File: src/hdl/base64_stream_codec_top_defines.svh
// Assertion macros shared by the base64 stream codec modules
`ifndef BASE64_STREAM_CODEC_TOP_DEFINES_SVH
`define BASE64_STREAM_CODEC_TOP_DEFINES_SVH

// Check a condition at every clock edge outside reset
`define B64_ASSERT_ALWAYS(lbl, clk, rst, cond) \
   lbl: assert property (@(posedge clk) disable iff (rst) (cond)) \
      else $error("b64 invariant violated");

// Check that an antecedent implies a consequent in the same cycle
`define B64_ASSERT_IMPLY(lbl, clk, rst, ante, cons) \
   lbl: assert property (@(posedge clk) disable iff (rst) (ante) |-> (cons)) \
      else $error("b64 implication violated");

// Check that an antecedent implies a consequent in the next cycle
`define B64_ASSERT_NEXT(lbl, clk, rst, ante, cons) \
   lbl: assert property (@(posedge clk) disable iff (rst) (ante) |=> (cons)) \
      else $error("b64 next-cycle check violated");

`endif

File: src/hdl/b64_pkg.sv
// Package: types, constants and character functions of the base64 stream codec
`default_nettype none
package b64_pkg;

   // Configuration register indexes
   localparam logic [1:0] CSR_DIRECTION = 2'd0;
   localparam logic [1:0] CSR_URL_SAFE  = 2'd1;

   // Direction register values
   localparam logic DIR_ENCODE = 1'b0;
   localparam logic DIR_DECODE = 1'b1;

   // Job queue sizing
   localparam int FIFO_DEPTH = 2;
   localparam int FIFO_PTR_W = (FIFO_DEPTH > 1) ? $clog2(FIFO_DEPTH) : 1;
   localparam int FIFO_CNT_W = $clog2(FIFO_DEPTH + 1);

   // Alphabet section boundaries
   localparam logic [5:0] SEXTET_LOWER_BASE = 6'd26;
   localparam logic [5:0] SEXTET_DIGIT_BASE = 6'd52;
   localparam logic [5:0] SEXTET_PLUS       = 6'd62;
   localparam logic [5:0] SEXTET_SLASH      = 6'd63;

   // Characters
   localparam logic [7:0] CHR_UPPER_A = 8'h41;
   localparam logic [7:0] CHR_UPPER_Z = 8'h5A;
   localparam logic [7:0] CHR_LOWER_A = 8'h61;
   localparam logic [7:0] CHR_LOWER_Z = 8'h7A;
   localparam logic [7:0] CHR_DIGIT_0 = 8'h30;
   localparam logic [7:0] CHR_DIGIT_9 = 8'h39;
   localparam logic [7:0] CHR_PLUS    = 8'h2B;
   localparam logic [7:0] CHR_SLASH   = 8'h2F;
   localparam logic [7:0] CHR_EQUALS  = 8'h3D;
   localparam logic [7:0] CHR_MINUS   = 8'h2D;
   localparam logic [7:0] CHR_UNDER   = 8'h5F;
   localparam logic [7:0] CHR_DOT     = 8'h2E;

   // Flag for an invalid character in the sextet decode
   localparam logic [6:0] SEXTET_INVALID = 7'd64;

   // Input beat
   typedef struct packed {
      logic [7:0] in_byte;
      logic       final_item;
   } req_type;

   // Result beat
   typedef struct packed {
      logic [7:0] out_byte;
      logic       has_data;
      logic       run_last;
      logic       stream_end;
   } rsp_type;

   // Work for the back end: up to four result bytes of one input item
   typedef struct packed {
      logic [3:0][7:0] data;
      logic [1:0]      last_idx;
      logic            has_data;
      logic            stream_end;
   } job_type;

   // Queue status seen by the front end
   typedef struct packed {
      logic full;
      logic empty;
   } fifo_stat_type;

   // Map a sextet to its output character
   function automatic logic [7:0] enc_char(input logic [5:0] v, input logic url);
      logic [7:0] ext;
      logic [7:0] c;
      ext = {2'b00, v};
      if (v < SEXTET_LOWER_BASE) begin
         c = CHR_UPPER_A + ext;
      end else if (v < SEXTET_DIGIT_BASE) begin
         c = CHR_LOWER_A + ext - {2'b00, SEXTET_LOWER_BASE};
      end else if (v < SEXTET_PLUS) begin
         c = CHR_DIGIT_0 + ext - {2'b00, SEXTET_DIGIT_BASE};
      end else if (v == SEXTET_PLUS) begin
         c = url ? CHR_MINUS : CHR_PLUS;
      end else begin
         c = url ? CHR_UNDER : CHR_SLASH;
      end
      return c;
   endfunction

   // Padding character of the selected alphabet
   function automatic logic [7:0] pad_char(input logic url);
      return url ? CHR_DOT : CHR_EQUALS;
   endfunction

   // Map a character to its sextet; bit 6 set means invalid
   function automatic logic [6:0] sextet(input logic [7:0] ch, input logic url);
      logic [7:0] c;
      logic [6:0] s;
      c = ch;
      if (url) begin
         if (c == CHR_MINUS) begin
            c = CHR_PLUS;
         end else if (c == CHR_UNDER) begin
            c = CHR_SLASH;
         end else if (c == CHR_DOT) begin
            c = CHR_EQUALS;
         end
      end
      if (c >= CHR_UPPER_A && c <= CHR_UPPER_Z) begin
         s = 7'(c - CHR_UPPER_A);
      end else if (c >= CHR_LOWER_A && c <= CHR_LOWER_Z) begin
         s = 7'(c - CHR_LOWER_A) + {1'b0, SEXTET_LOWER_BASE};
      end else if (c >= CHR_DIGIT_0 && c <= CHR_DIGIT_9) begin
         s = 7'(c - CHR_DIGIT_0) + {1'b0, SEXTET_DIGIT_BASE};
      end else if (c == CHR_PLUS) begin
         s = {1'b0, SEXTET_PLUS};
      end else if (c == CHR_SLASH) begin
         s = {1'b0, SEXTET_SLASH};
      end else begin
         s = SEXTET_INVALID;
      end
      return s;
   endfunction

endpackage
`default_nettype wire

File: src/hdl/b64_front.sv
// Front end: configuration, group gathering and job building per input beat
`default_nettype none
module b64_front (
   input  wire logic                   clock,
   input  wire logic                   reset,
   input  wire logic                   csr_we,
   input  wire logic [1:0]             csr_index,
   input  wire logic                   csr_wdata,
   input  wire logic                   req_valid,
   output logic                        req_ready,
   input  wire b64_pkg::req_type       req_beat,
   input  wire b64_pkg::fifo_stat_type fifo_stat,
   output logic                        push,
   output b64_pkg::job_type            push_job
);

   logic        dir_ff, dir_in;
   logic        url_ff, url_in;
   logic [23:0] bits_ff, bits_in;
   logic [1:0]  cnt_ff, cnt_in;
   logic        halt_ff, halt_in;

   logic        accept;
   logic        emit;
   logic [1:0]  pos;
   logic [1:0]  posn;
   logic [23:0] enc_bits;
   logic [6:0]  sx;
   logic [5:0]  v;
   logic        ok;
   logic [23:0] grp_bits;
   logic [1:0]  grp_cnt;
   logic        grp_halt;
   b64_pkg::job_type job;

   assign req_ready = !fifo_stat.full;
   assign accept    = req_valid && req_ready;

   assign sx = b64_pkg::sextet(req_beat.in_byte, url_ff);
   assign v  = sx[5:0];
   assign ok = !sx[6];

   // Build the job and the next group state for the offered beat
   always_comb begin
      emit     = 1'b0;
      grp_bits = bits_ff;
      grp_cnt  = cnt_ff;
      grp_halt = halt_ff;
      pos      = (cnt_ff == 2'd3) ? 2'd0 : cnt_ff;
      posn     = 2'd0;
      enc_bits = 24'd0;
      job      = '0;
      if (dir_ff == b64_pkg::DIR_ENCODE) begin
         // Merge the byte into its slot of the three-byte group
         case (pos)
            2'd0:    enc_bits = {req_beat.in_byte, 16'd0};
            2'd1:    enc_bits = bits_ff | {8'd0, req_beat.in_byte, 8'd0};
            default: enc_bits = bits_ff | {16'd0, req_beat.in_byte};
         endcase
         posn = pos + 2'd1;
         if (posn == 2'd3 || req_beat.final_item) begin
            emit          = 1'b1;
            job.data[0]   = b64_pkg::enc_char(enc_bits[23:18], url_ff);
            job.data[1]   = b64_pkg::enc_char(enc_bits[17:12], url_ff);
            job.data[2]   = (posn >= 2'd2) ? b64_pkg::enc_char(enc_bits[11:6], url_ff)
                                           : b64_pkg::pad_char(url_ff);
            job.data[3]   = (posn == 2'd3) ? b64_pkg::enc_char(enc_bits[5:0], url_ff)
                                           : b64_pkg::pad_char(url_ff);
            job.last_idx  = 2'd3;
            job.has_data  = 1'b1;
            grp_bits      = 24'd0;
            grp_cnt       = 2'd0;
         end else begin
            grp_bits = enc_bits;
            grp_cnt  = posn;
         end
      end else if (!halt_ff) begin
         case (cnt_ff)
            2'd0: begin
               if (!ok) begin
                  grp_halt = 1'b1;
               end else begin
                  grp_bits = {v, 18'd0};
                  grp_cnt  = 2'd1;
               end
            end
            2'd1: begin
               if (!ok) begin
                  grp_halt = 1'b1;
               end else begin
                  grp_bits = bits_ff | {6'd0, v, 12'd0};
                  grp_cnt  = 2'd2;
               end
            end
            2'd2: begin
               if (ok) begin
                  grp_bits = bits_ff | {12'd0, v, 5'd0, 1'b1};
               end
               grp_cnt = 2'd3;
            end
            default: begin
               // Full group: emit one to three bytes
               emit         = 1'b1;
               job.data[0]  = {bits_ff[23:18], bits_ff[17:16]};
               job.data[1]  = {bits_ff[15:12], bits_ff[11:8]};
               job.data[2]  = {bits_ff[7:6], v};
               job.last_idx = {1'b0, bits_ff[0]} + {1'b0, bits_ff[0] & ok};
               job.has_data = 1'b1;
               grp_bits     = 24'd0;
               grp_cnt      = 2'd0;
            end
         endcase
      end
      // Stream end: mark the last result, or make a bare marker
      if (req_beat.final_item) begin
         if (!emit) begin
            job.data     = '0;
            job.last_idx = 2'd0;
            job.has_data = 1'b0;
         end
         job.stream_end = 1'b1;
         grp_bits       = 24'd0;
         grp_cnt        = 2'd0;
         grp_halt       = 1'b0;
      end
   end

   assign push     = accept && (emit || req_beat.final_item);
   assign push_job = job;

   // Next state from configuration writes and accepted beats
   always_comb begin
      dir_in  = dir_ff;
      url_in  = url_ff;
      bits_in = bits_ff;
      cnt_in  = cnt_ff;
      halt_in = halt_ff;
      if (csr_we) begin
         unique case (csr_index)
            b64_pkg::CSR_DIRECTION: begin
               dir_in  = csr_wdata;
               bits_in = 24'd0;
               cnt_in  = 2'd0;
               halt_in = 1'b0;
            end
            b64_pkg::CSR_URL_SAFE: url_in = csr_wdata;
            default: ;
         endcase
      end else if (accept) begin
         bits_in = grp_bits;
         cnt_in  = grp_cnt;
         halt_in = grp_halt;
      end
   end

   always_ff @(posedge clock) begin
      if (reset) begin
         dir_ff  <= b64_pkg::DIR_ENCODE;
         url_ff  <= 1'b0;
         bits_ff <= 24'd0;
         cnt_ff  <= 2'd0;
         halt_ff <= 1'b0;
      end else begin
         dir_ff  <= dir_in;
         url_ff  <= url_in;
         bits_ff <= bits_in;
         cnt_ff  <= cnt_in;
         halt_ff <= halt_in;
      end
   end

endmodule
`default_nettype wire

File: src/hdl/b64_fifo.sv
// Job queue between the front end and the back end
`default_nettype none
`include "base64_stream_codec_top_defines.svh"
module b64_fifo (
   input  wire logic             clock,
   input  wire logic             reset,
   input  wire logic             push,
   input  wire b64_pkg::job_type push_job,
   input  wire logic             pop,
   output b64_pkg::job_type      head_job,
   output b64_pkg::fifo_stat_type stat
);

   localparam int PW = b64_pkg::FIFO_PTR_W;
   localparam int CW = b64_pkg::FIFO_CNT_W;
   localparam logic [PW-1:0] LAST_PTR = PW'(b64_pkg::FIFO_DEPTH - 1);
   localparam logic [CW-1:0] FULL_CNT = CW'(b64_pkg::FIFO_DEPTH);

   b64_pkg::job_type ent_ff [b64_pkg::FIFO_DEPTH];
   logic [PW-1:0]    wr_ff, wr_in;
   logic [PW-1:0]    rd_ff, rd_in;
   logic [CW-1:0]    cnt_ff, cnt_in;

   assign stat.full  = (cnt_ff == FULL_CNT);
   assign stat.empty = (cnt_ff == '0);
   assign head_job   = ent_ff[rd_ff];

   // Advance pointers and occupancy
   always_comb begin
      wr_in  = wr_ff;
      rd_in  = rd_ff;
      cnt_in = cnt_ff;
      if (push) begin
         wr_in = (wr_ff == LAST_PTR) ? '0 : wr_ff + PW'(1);
      end
      if (pop) begin
         rd_in = (rd_ff == LAST_PTR) ? '0 : rd_ff + PW'(1);
      end
      if (push && !pop) begin
         cnt_in = cnt_ff + CW'(1);
      end else if (pop && !push) begin
         cnt_in = cnt_ff - CW'(1);
      end
   end

   always_ff @(posedge clock) begin
      if (reset) begin
         wr_ff  <= '0;
         rd_ff  <= '0;
         cnt_ff <= '0;
      end else begin
         wr_ff  <= wr_in;
         rd_ff  <= rd_in;
         cnt_ff <= cnt_in;
      end
   end

   // Store the pushed job
   always_ff @(posedge clock) begin
      if (push) begin
         ent_ff[wr_ff] <= push_job;
      end
   end

   `B64_ASSERT_ALWAYS(a_fifo_cnt_bound, clock, reset, cnt_ff <= FULL_CNT)
   `B64_ASSERT_IMPLY(a_fifo_no_overrun, clock, reset, push, !stat.full)

endmodule
`default_nettype wire

File: src/hdl/b64_back.sv
// Back end: walk the bytes of the head job out as result beats
`default_nettype none
`include "base64_stream_codec_top_defines.svh"
module b64_back (
   input  wire logic             clock,
   input  wire logic             reset,
   input  wire b64_pkg::job_type head_job,
   input  wire logic             head_valid,
   output logic                  pop,
   output logic                  rsp_valid,
   input  wire logic             rsp_ready,
   output b64_pkg::rsp_type      rsp_beat
);

   logic [1:0] idx_ff, idx_in;
   logic       last;

   assign last      = (idx_ff == head_job.last_idx);
   assign rsp_valid = head_valid;

   // Present the current byte of the head job
   always_comb begin
      rsp_beat.out_byte   = head_job.data[idx_ff];
      rsp_beat.has_data   = head_job.has_data;
      rsp_beat.run_last   = last;
      rsp_beat.stream_end = last && head_job.stream_end;
   end

   // Step to the next byte; drop the job after its last beat
   assign pop = rsp_valid && rsp_ready && last;

   always_comb begin
      idx_in = idx_ff;
      if (rsp_valid && rsp_ready) begin
         idx_in = last ? 2'd0 : idx_ff + 2'd1;
      end
   end

   always_ff @(posedge clock) begin
      if (reset) begin
         idx_ff <= 2'd0;
      end else begin
         idx_ff <= idx_in;
      end
   end

   `B64_ASSERT_IMPLY(a_back_idx_in_job, clock, reset, head_valid, idx_ff <= head_job.last_idx)
   `B64_ASSERT_IMPLY(a_back_idx_idle, clock, reset, !head_valid, idx_ff == 2'd0)

endmodule
`default_nettype wire

File: src/hdl/base64_stream_codec_top.sv
// Top level of the streaming base64 encoder and decoder
// The front end takes one input beat per cycle while the two-entry job
// queue has room; the back end sends one result beat per cycle while
// rsp_ready is high. Encoding is paced by the back end at four result
// beats per three input bytes; decoding gives at most three bytes per
// four characters. Each job is registered in the queue before the back
// end presents it. Write the configuration registers only while the
// block is idle; a write to direction restarts the stream.
`default_nettype none
module base64_stream_codec_top (
   input  wire logic             clock,
   input  wire logic             reset,
   input  wire logic             csr_we,
   input  wire logic [1:0]       csr_index,
   input  wire logic             csr_wdata,
   input  wire logic             req_valid,
   output logic                  req_ready,
   input  wire b64_pkg::req_type req_beat,
   output logic                  rsp_valid,
   input  wire logic             rsp_ready,
   output b64_pkg::rsp_type      rsp_beat
);

   b64_pkg::fifo_stat_type fifo_stat;
   b64_pkg::job_type       push_job;
   b64_pkg::job_type       head_job;
   logic                   push;
   logic                   pop;

   b64_front u_front (
      .clock     (clock),
      .reset     (reset),
      .csr_we    (csr_we),
      .csr_index (csr_index),
      .csr_wdata (csr_wdata),
      .req_valid (req_valid),
      .req_ready (req_ready),
      .req_beat  (req_beat),
      .fifo_stat (fifo_stat),
      .push      (push),
      .push_job  (push_job)
   );

   b64_fifo u_fifo (
      .clock    (clock),
      .reset    (reset),
      .push     (push),
      .push_job (push_job),
      .pop      (pop),
      .head_job (head_job),
      .stat     (fifo_stat)
   );

   b64_back u_back (
      .clock      (clock),
      .reset      (reset),
      .head_job   (head_job),
      .head_valid (!fifo_stat.empty),
      .pop        (pop),
      .rsp_valid  (rsp_valid),
      .rsp_ready  (rsp_ready),
      .rsp_beat   (rsp_beat)
   );

endmodule
`default_nettype wire

File: config.mk
export PLATFORM = sky130hd
export DESIGN_NAME = base64_stream_codec_top
export DESIGN_NICKNAME = d
export VERILOG_FILES = /design/src/hdl/b64_pkg.sv /design/src/hdl/b64_front.sv /design/src/hdl/b64_fifo.sv /design/src/hdl/b64_back.sv /design/src/hdl/base64_stream_codec_top.sv
export VERILOG_INCLUDE_DIRS = /design/src /design/src/hdl
export SDC_FILE = /design/constraint.sdc
export NUM_CORES = 1
export LEC_CHECK = 0
export ABC_AREA = 1
export BUFFER_PORTS_ARGS = -buffer_cell sky130_fd_sc_hd__buf_2
export CAP_MARGIN = 40
export CORE_MARGIN = 1.5
export CORE_UTILIZATION = 25
export DETAILED_ROUTE_END_ITERATION = 16
export PLACE_DENSITY_LB_ADDON = 0.1
export SETUP_SLACK_MARGIN = 0.05
export SLEW_MARGIN = 10
export SYNTH_ARGS = -nofsm -noshare
export SYNTH_HDL_FRONTEND = slang
export SYNTH_SLANG_ARGS = --single-unit
File: constraint.sdc
create_clock -name clock -period 4.9 [get_ports clock]
set_clock_uncertainty 0.05 [all_clocks]
set_input_delay 0.245 -clock clock [delete_from_list [all_inputs] [get_ports clock]]
set_output_delay 0.245 -clock clock [all_outputs]
set_load 0.05 [all_outputs]
======== Yosys cells after proc, flatten, opt, wreduce, memory -nomap -nowiden ========
Memory sizes are Yosys's and may differ from the RTL's. A register that Yosys moved wholly into a read port is not among the register bits.
Cells that the tools add are included.
operators by class
  reduce and logical (&&, ||, !) cells .... 31
  order comparisons ....................... 20
  bitwise operators ....................... 5
  multiplexer cells ....................... 84
  add/subtract/negate cells ............... 32
  equal/unequal tests ..................... 22
operators by type and width
  cell                                                                                  count
  24-bit 2-to-1 mux                                                                     11
  8-bit 2-to-1 mux                                                                      24
  27-bit 2-to-1 mux                                                                     3
  24-bit case mux with 3 select lines                                                   1
  35-bit 2-to-1 mux                                                                     2
  7-bit by 6-bit adder with 8-bit output (first input constant)                         8
  6-bit < comparator (second input constant)                                            8
  24-bit case mux with 2 select lines                                                   1
  7-bit 2-to-1 mux                                                                      6
  36-bit 2-to-1 mux                                                                     1
  8-bit by 6-bit == test with 1-bit output (second input constant)                      4
  8-bit by 5-bit subtractor with 8-bit output (second input constant)                   4
  8-bit by 6-bit subtractor with 8-bit output (second input constant)                   4
  6-bit by 6-bit adder with 7-bit output (first input constant)                         4
  2-bit 2-to-1 mux                                                                      13
  6-bit == test (second input constant)                                                 4
  6-bit by 5-bit < comparator with 1-bit output (second input constant)                 4
  24-bit by 12-bit OR with 24-bit output                                                1
  24-bit by 16-bit OR with 24-bit output                                                1
  24-bit by 18-bit OR with 24-bit output                                                1
  24-bit by 8-bit OR with 24-bit output                                                 1
  1-bit 2-to-1 mux                                                                      18
  8-bit binary-select mux with 2-bit select                                             1
  8-bit by 7-bit greater-or-equal comparator with 1-bit output (second input constant)  2
  other kinds (36)                                                                      67
word-level totals
  bits in registers ....................... 35
  output and inout port bits .............. 13
  logic and storage cells ................. 204
  input port bits ......................... 17
  memories kept ........................... 1
  memory bits (writable) .................. 72
memory list
  memory         depth  bits a word  rd ports  clocked after memory_dff  write ports  line            RTL
  u_fifo.ent_ff  2      36           1         1                         1            b64_fifo.sv:19  b64_pkg::job_type ent_ff [b64_pkg::FIFO_DEPTH];

======== Longest topological paths before layout ========
  word-level depth ........................ 19
  gate-level depth with buffers ........... 24
  gate-level depth less buffers ........... 24

======== Modules after synthesis ========
A second synthesis with hierarchy kept.
unflattened totals
  cell total of the unflattened synthesis .. 1090
  area, all modules ....................... 8196.6 µm²
by module, submodules not included
  module                   cells each  instances  seq. area each (µm²)  area each (µm²)
  b64_front                869         1          580.6                 4788.3
  b64_fifo                 145         1          2262.2                2977.9
  b64_back                 75          1          40.0                  426.7
  base64_stream_codec_top  1           1          0.0                   3.8

======== Worst setup path after synthesis ========
OpenSTA, ideal clock, no wires.
  path kind ............................... register to register
  start point ............................. register u_front.cnt_ff[0]
  end point ............................... memory u_fifo.ent_ff[1][0] in the netlist's numbering, enable pin
  stages on the path, launching flop included .. 11
  arrival time ............................ 3.049 ns
  period minus slack after synthesis ...... 3.529 ns
  data required time ...................... 4.419 ns
  buffers on the path ..................... 2
  slack ................................... 1.371 ns
  setup time .............................. 0.431 ns
  cell sequence ........................... dfxtp_1 -> inv_1 -> ha_1 -> buf_2 -> buf_1 -> nor2_1 -> nor2_1 -> inv_1 -> nand3_1 -> nand2_1 -> nor2_1
between the ends
  longest elaborated chain between the ends .. 11
  elaborated cells between the ends (all ways) .. 17
  classes of those cells .................. add/sub (1); eq/ne (4); mux (7); reduce/logical (5)
RTL lines
  what                                      line              RTL
  start, declared                           b64_front.sv:20   logic [1:0] cnt_ff, cnt_in;
  start signal, assigned                    b64_front.sv:167  cnt_ff <= cnt_in;
  2-bit == test                             b64_front.sv:49   pos = (cnt_ff == 2'd3) ? 2'd0 : cnt_ff;
  2-bit 2-to-1 mux                          b64_front.sv:49
  2-bit by 1-bit adder with 2-bit output    b64_front.sv:60   posn = pos + 2'd1;
  2-bit == test                             b64_front.sv:61   if (posn == 2'd3 || req_beat.final_item) begin
  1-bit logical OR                          b64_front.sv:61
  1-bit 2-to-1 mux                          b64_front.sv:61
  1-bit 2-to-1 mux *                        b64_front.sv:53   if (dir_ff == b64_pkg::DIR_ENCODE) begin
  1-bit logical OR *                        b64_front.sv:128  assign push = accept && (emit || req_beat.final_item);
  1-bit logical AND *                       b64_front.sv:128
  1-bit 2-to-1 mux *                        b64_fifo.sv:60    if (push) begin
  1-bit 2-to-1 mux (not written as such) *  b64_fifo.sv:61    ent_ff[wr_ff] <= push_job;
  end, declared                             b64_fifo.sv:19
Mark *: on every way between the ends. The rest lies on a longest branch, timed or not.

==> metrics.cfg <==
[run_status]
status=completed

[placed_design]
gp_congestion=0.844
hpwl_mm=22.6
dpl-instance-area_mm2=0.00905
portBuffers=29
place_ws_ns=1.08

[synthesis]
yosysTopAreaCellShare=0.260
synthTopCellsByArea=edfxtp_1 (26%), nand2_1 (11%), dfxtp_1 (8.7%)
yosysSeqAreaShare=0.347
synth_most_common_cell=nand2_1
synth_compound_area_frac=0.179
synth_warnings=0
yosys.area_share.simple=0.278
synth-adder-area-share=0.0814
netlist_area_mm2=0.00830
syn_avg_cell_area_um2=7.21
synthesis.nets=1223
ys_ff_latch=108
synth_enable_flop_cells=72
synth_cells=1152
netlist_top_cells_count=nand2_1 (233), nor2_1 (159), inv_1 (128)
synthMuxAreaShare=0
synth_xor_xnor_area_share=0.0264
synthArstFlopShare=0
yosys.area.top_type=edfxtp_1
synth_top_family_by_area=simple AND/OR/NAND/NOR gates
synth_flop_cell=edfxtp_1
ys_types=52

[detailed_routing]
vias=7891
drtIter0Drc=548
drt_pass1_iterations=5
routed_wl_mm=29.6
antenna_left=0
drc=0
wire_per_inst_um=18.2
via_per_inst=4.85

[timing]
hold_viol_final=0
fin_setup_tns_ns=0
slew_headroom=0.444
setup_viol_count_final=0
worst_pin_slew_ns=0.826
slew_violations=0
rsz0062_at_grt=no
fin_crit_sh=0.800
holdWs_ns=0.128
fin_crit_ns=3.92
max_freq_mhz=255
fin_ws_ns=0.982

[cts]
cts.path.max_buffers=2
clkSinkCount=108
path_clk_slew_ns=0.09
cts_buffers=9
cts_setup_buffers=0
cts_tree=done
htree_levels=3
root_buffer=clkbuf_16
ctsHoldBuffers=0
cts_resized=0
clk_latency_ns=0.37

[floorplanning]
fp-row-count=66
die_w_um=185
io_pins=30
start_util=0.255
die_y_um=185
dieArea_mm2=0.0343
core_mm2=0.0326

[setup_path]
crit_path_end_kind=flip-flop
critPathKind=flip-flop to flip-flop
required_ns=4.92
crit_path_max_fanout=19
crit_arrival_ns=3.94
critPathLaunchType=flip-flop

[pwr]
cellLeakagePower_uw=0.00387
ir_drop_mv=0.152
power.total_uw=2910
power_density_mw_per_mm2=312

[global_route]
antenna_found_initial=1
grt_max_degree=37
grt_pass1_vias=7292
track_usage=0.174
grt-ovfl-total=0
grt_pass1_wl_mm=44.6

[finish]
multiInputGateArea_mm2=0.00471
ff_latch_area_mm2=0.00288
diodes=0
fin_area_mm2=0.00934
drive_gt1_frac=0.103
syn_to_final_growth_pct=12.5
final_nets=1250
nFillCells=3604

[hold_path]
hp-class=input port to flip-flop

[run]
drv_cap=0

through the flow:
stage               utilization  cells
floorplan                     -   1152
detailed placement        0.277   1610
CTS                       0.286   1626
finish                    0.286   1626
global route              0.286   1626
global placement          0.276   1608
worst paths after layout:
path	start	endpoint	slack, ns	cells past startpoint
setup / recovery	u_front.cnt_ff[0]$_SDFFE_PP0P_	u_fifo.ent_ff[0][23]$_DFFE_PP_	0.98	16
hold / removal	csr_index[0]	u_front.dir_ff$_SDFFE_PP0P_	0.13	4
setup reg to reg	u_front.cnt_ff[0]$_SDFFE_PP0P_	u_fifo.ent_ff[0][23]$_DFFE_PP_	0.98	16
hold reg to reg	u_front.bits_ff[5]$_SDFFE_PP0P_	u_front.bits_ff[5]$_SDFFE_PP0P_	0.40	2
worst max-delay path, stage by stage, from the launching register on:
cell and delay [ns]:
dfxtp_1 0.42, inv_1 0.12, ha_1 0.23, buf_4 0.20, nor2_4 0.44, inv_2 0.18, nand2_1 0.31, inv_1 0.15
ha_1 0.27, nand2_1 0.08, nand3_1 0.29, inv_1 0.26, a21oi_1 0.05, o21ai_0 0.09, nand2_1 0.07, a31oi_1 0.23
o21ai_0 0.16
cells in the final DEF, fill, tap and decap left out, types with 23 or more instances in the layout:
cell / count
o22ai_1: 25
a21oi_1: 64
nand2_1: 233
edfxtp_1: 72
nor2_1: 157
nand3_1: 62
buf_4: 23
buf_2: 29
o21ai_0: 103
inv_1: 128
dfxtp_1: 36
ha_1: 54
metal layers:
layer,GRT usage,up-vias,routed length (um)
li1,-,3912,-
met1,0.242,3760,14200
met2,0.291,196,14000
met3,0.0187,23,1040
met4,0.0351,0,370
met5,0,-,0
state kept, by name, summed over array words and instances, names as in the netlist, named ones only:
name / count
u_fifo.wr_ff: 1
u_fifo.ent_ff: 72
u_fifo.cnt_ff: 2
u_back.idx_ff: 2
u_front.bits_ff: 24
u_fifo.rd_ff: 1
u_front.url_ff: 1
u_front.dir_ff: 1
u_front.cnt_ff: 2
u_front.halt_ff: 1
final cells by class:
cell class | instances | area share
clock buffers | 9 | 0.0241
multi-input cells | 858 | 0.504
inverters | 149 | 0.0599
repair buffers | 53 | 0.0370
clock inverters | 7 | 0.00710
well taps | 442 | 0.0592
flip-flops and latches | 108 | 0.309
where the power goes:
group	switching, uW	internal [uW]
clock network	384	360
registers	28.6	1080
logic	761	300
total	1170	1740
kinds of logic after synthesis:
logic type / count (synthesis)
and+or+nand+nor: 522
AOI/OAI and AO/OA: 257
buffers and inverters: 186
DFF: 108
adders and majority gates: 54
xor gates and xnor gates: 25
Power figures use the tool's default switching activity.
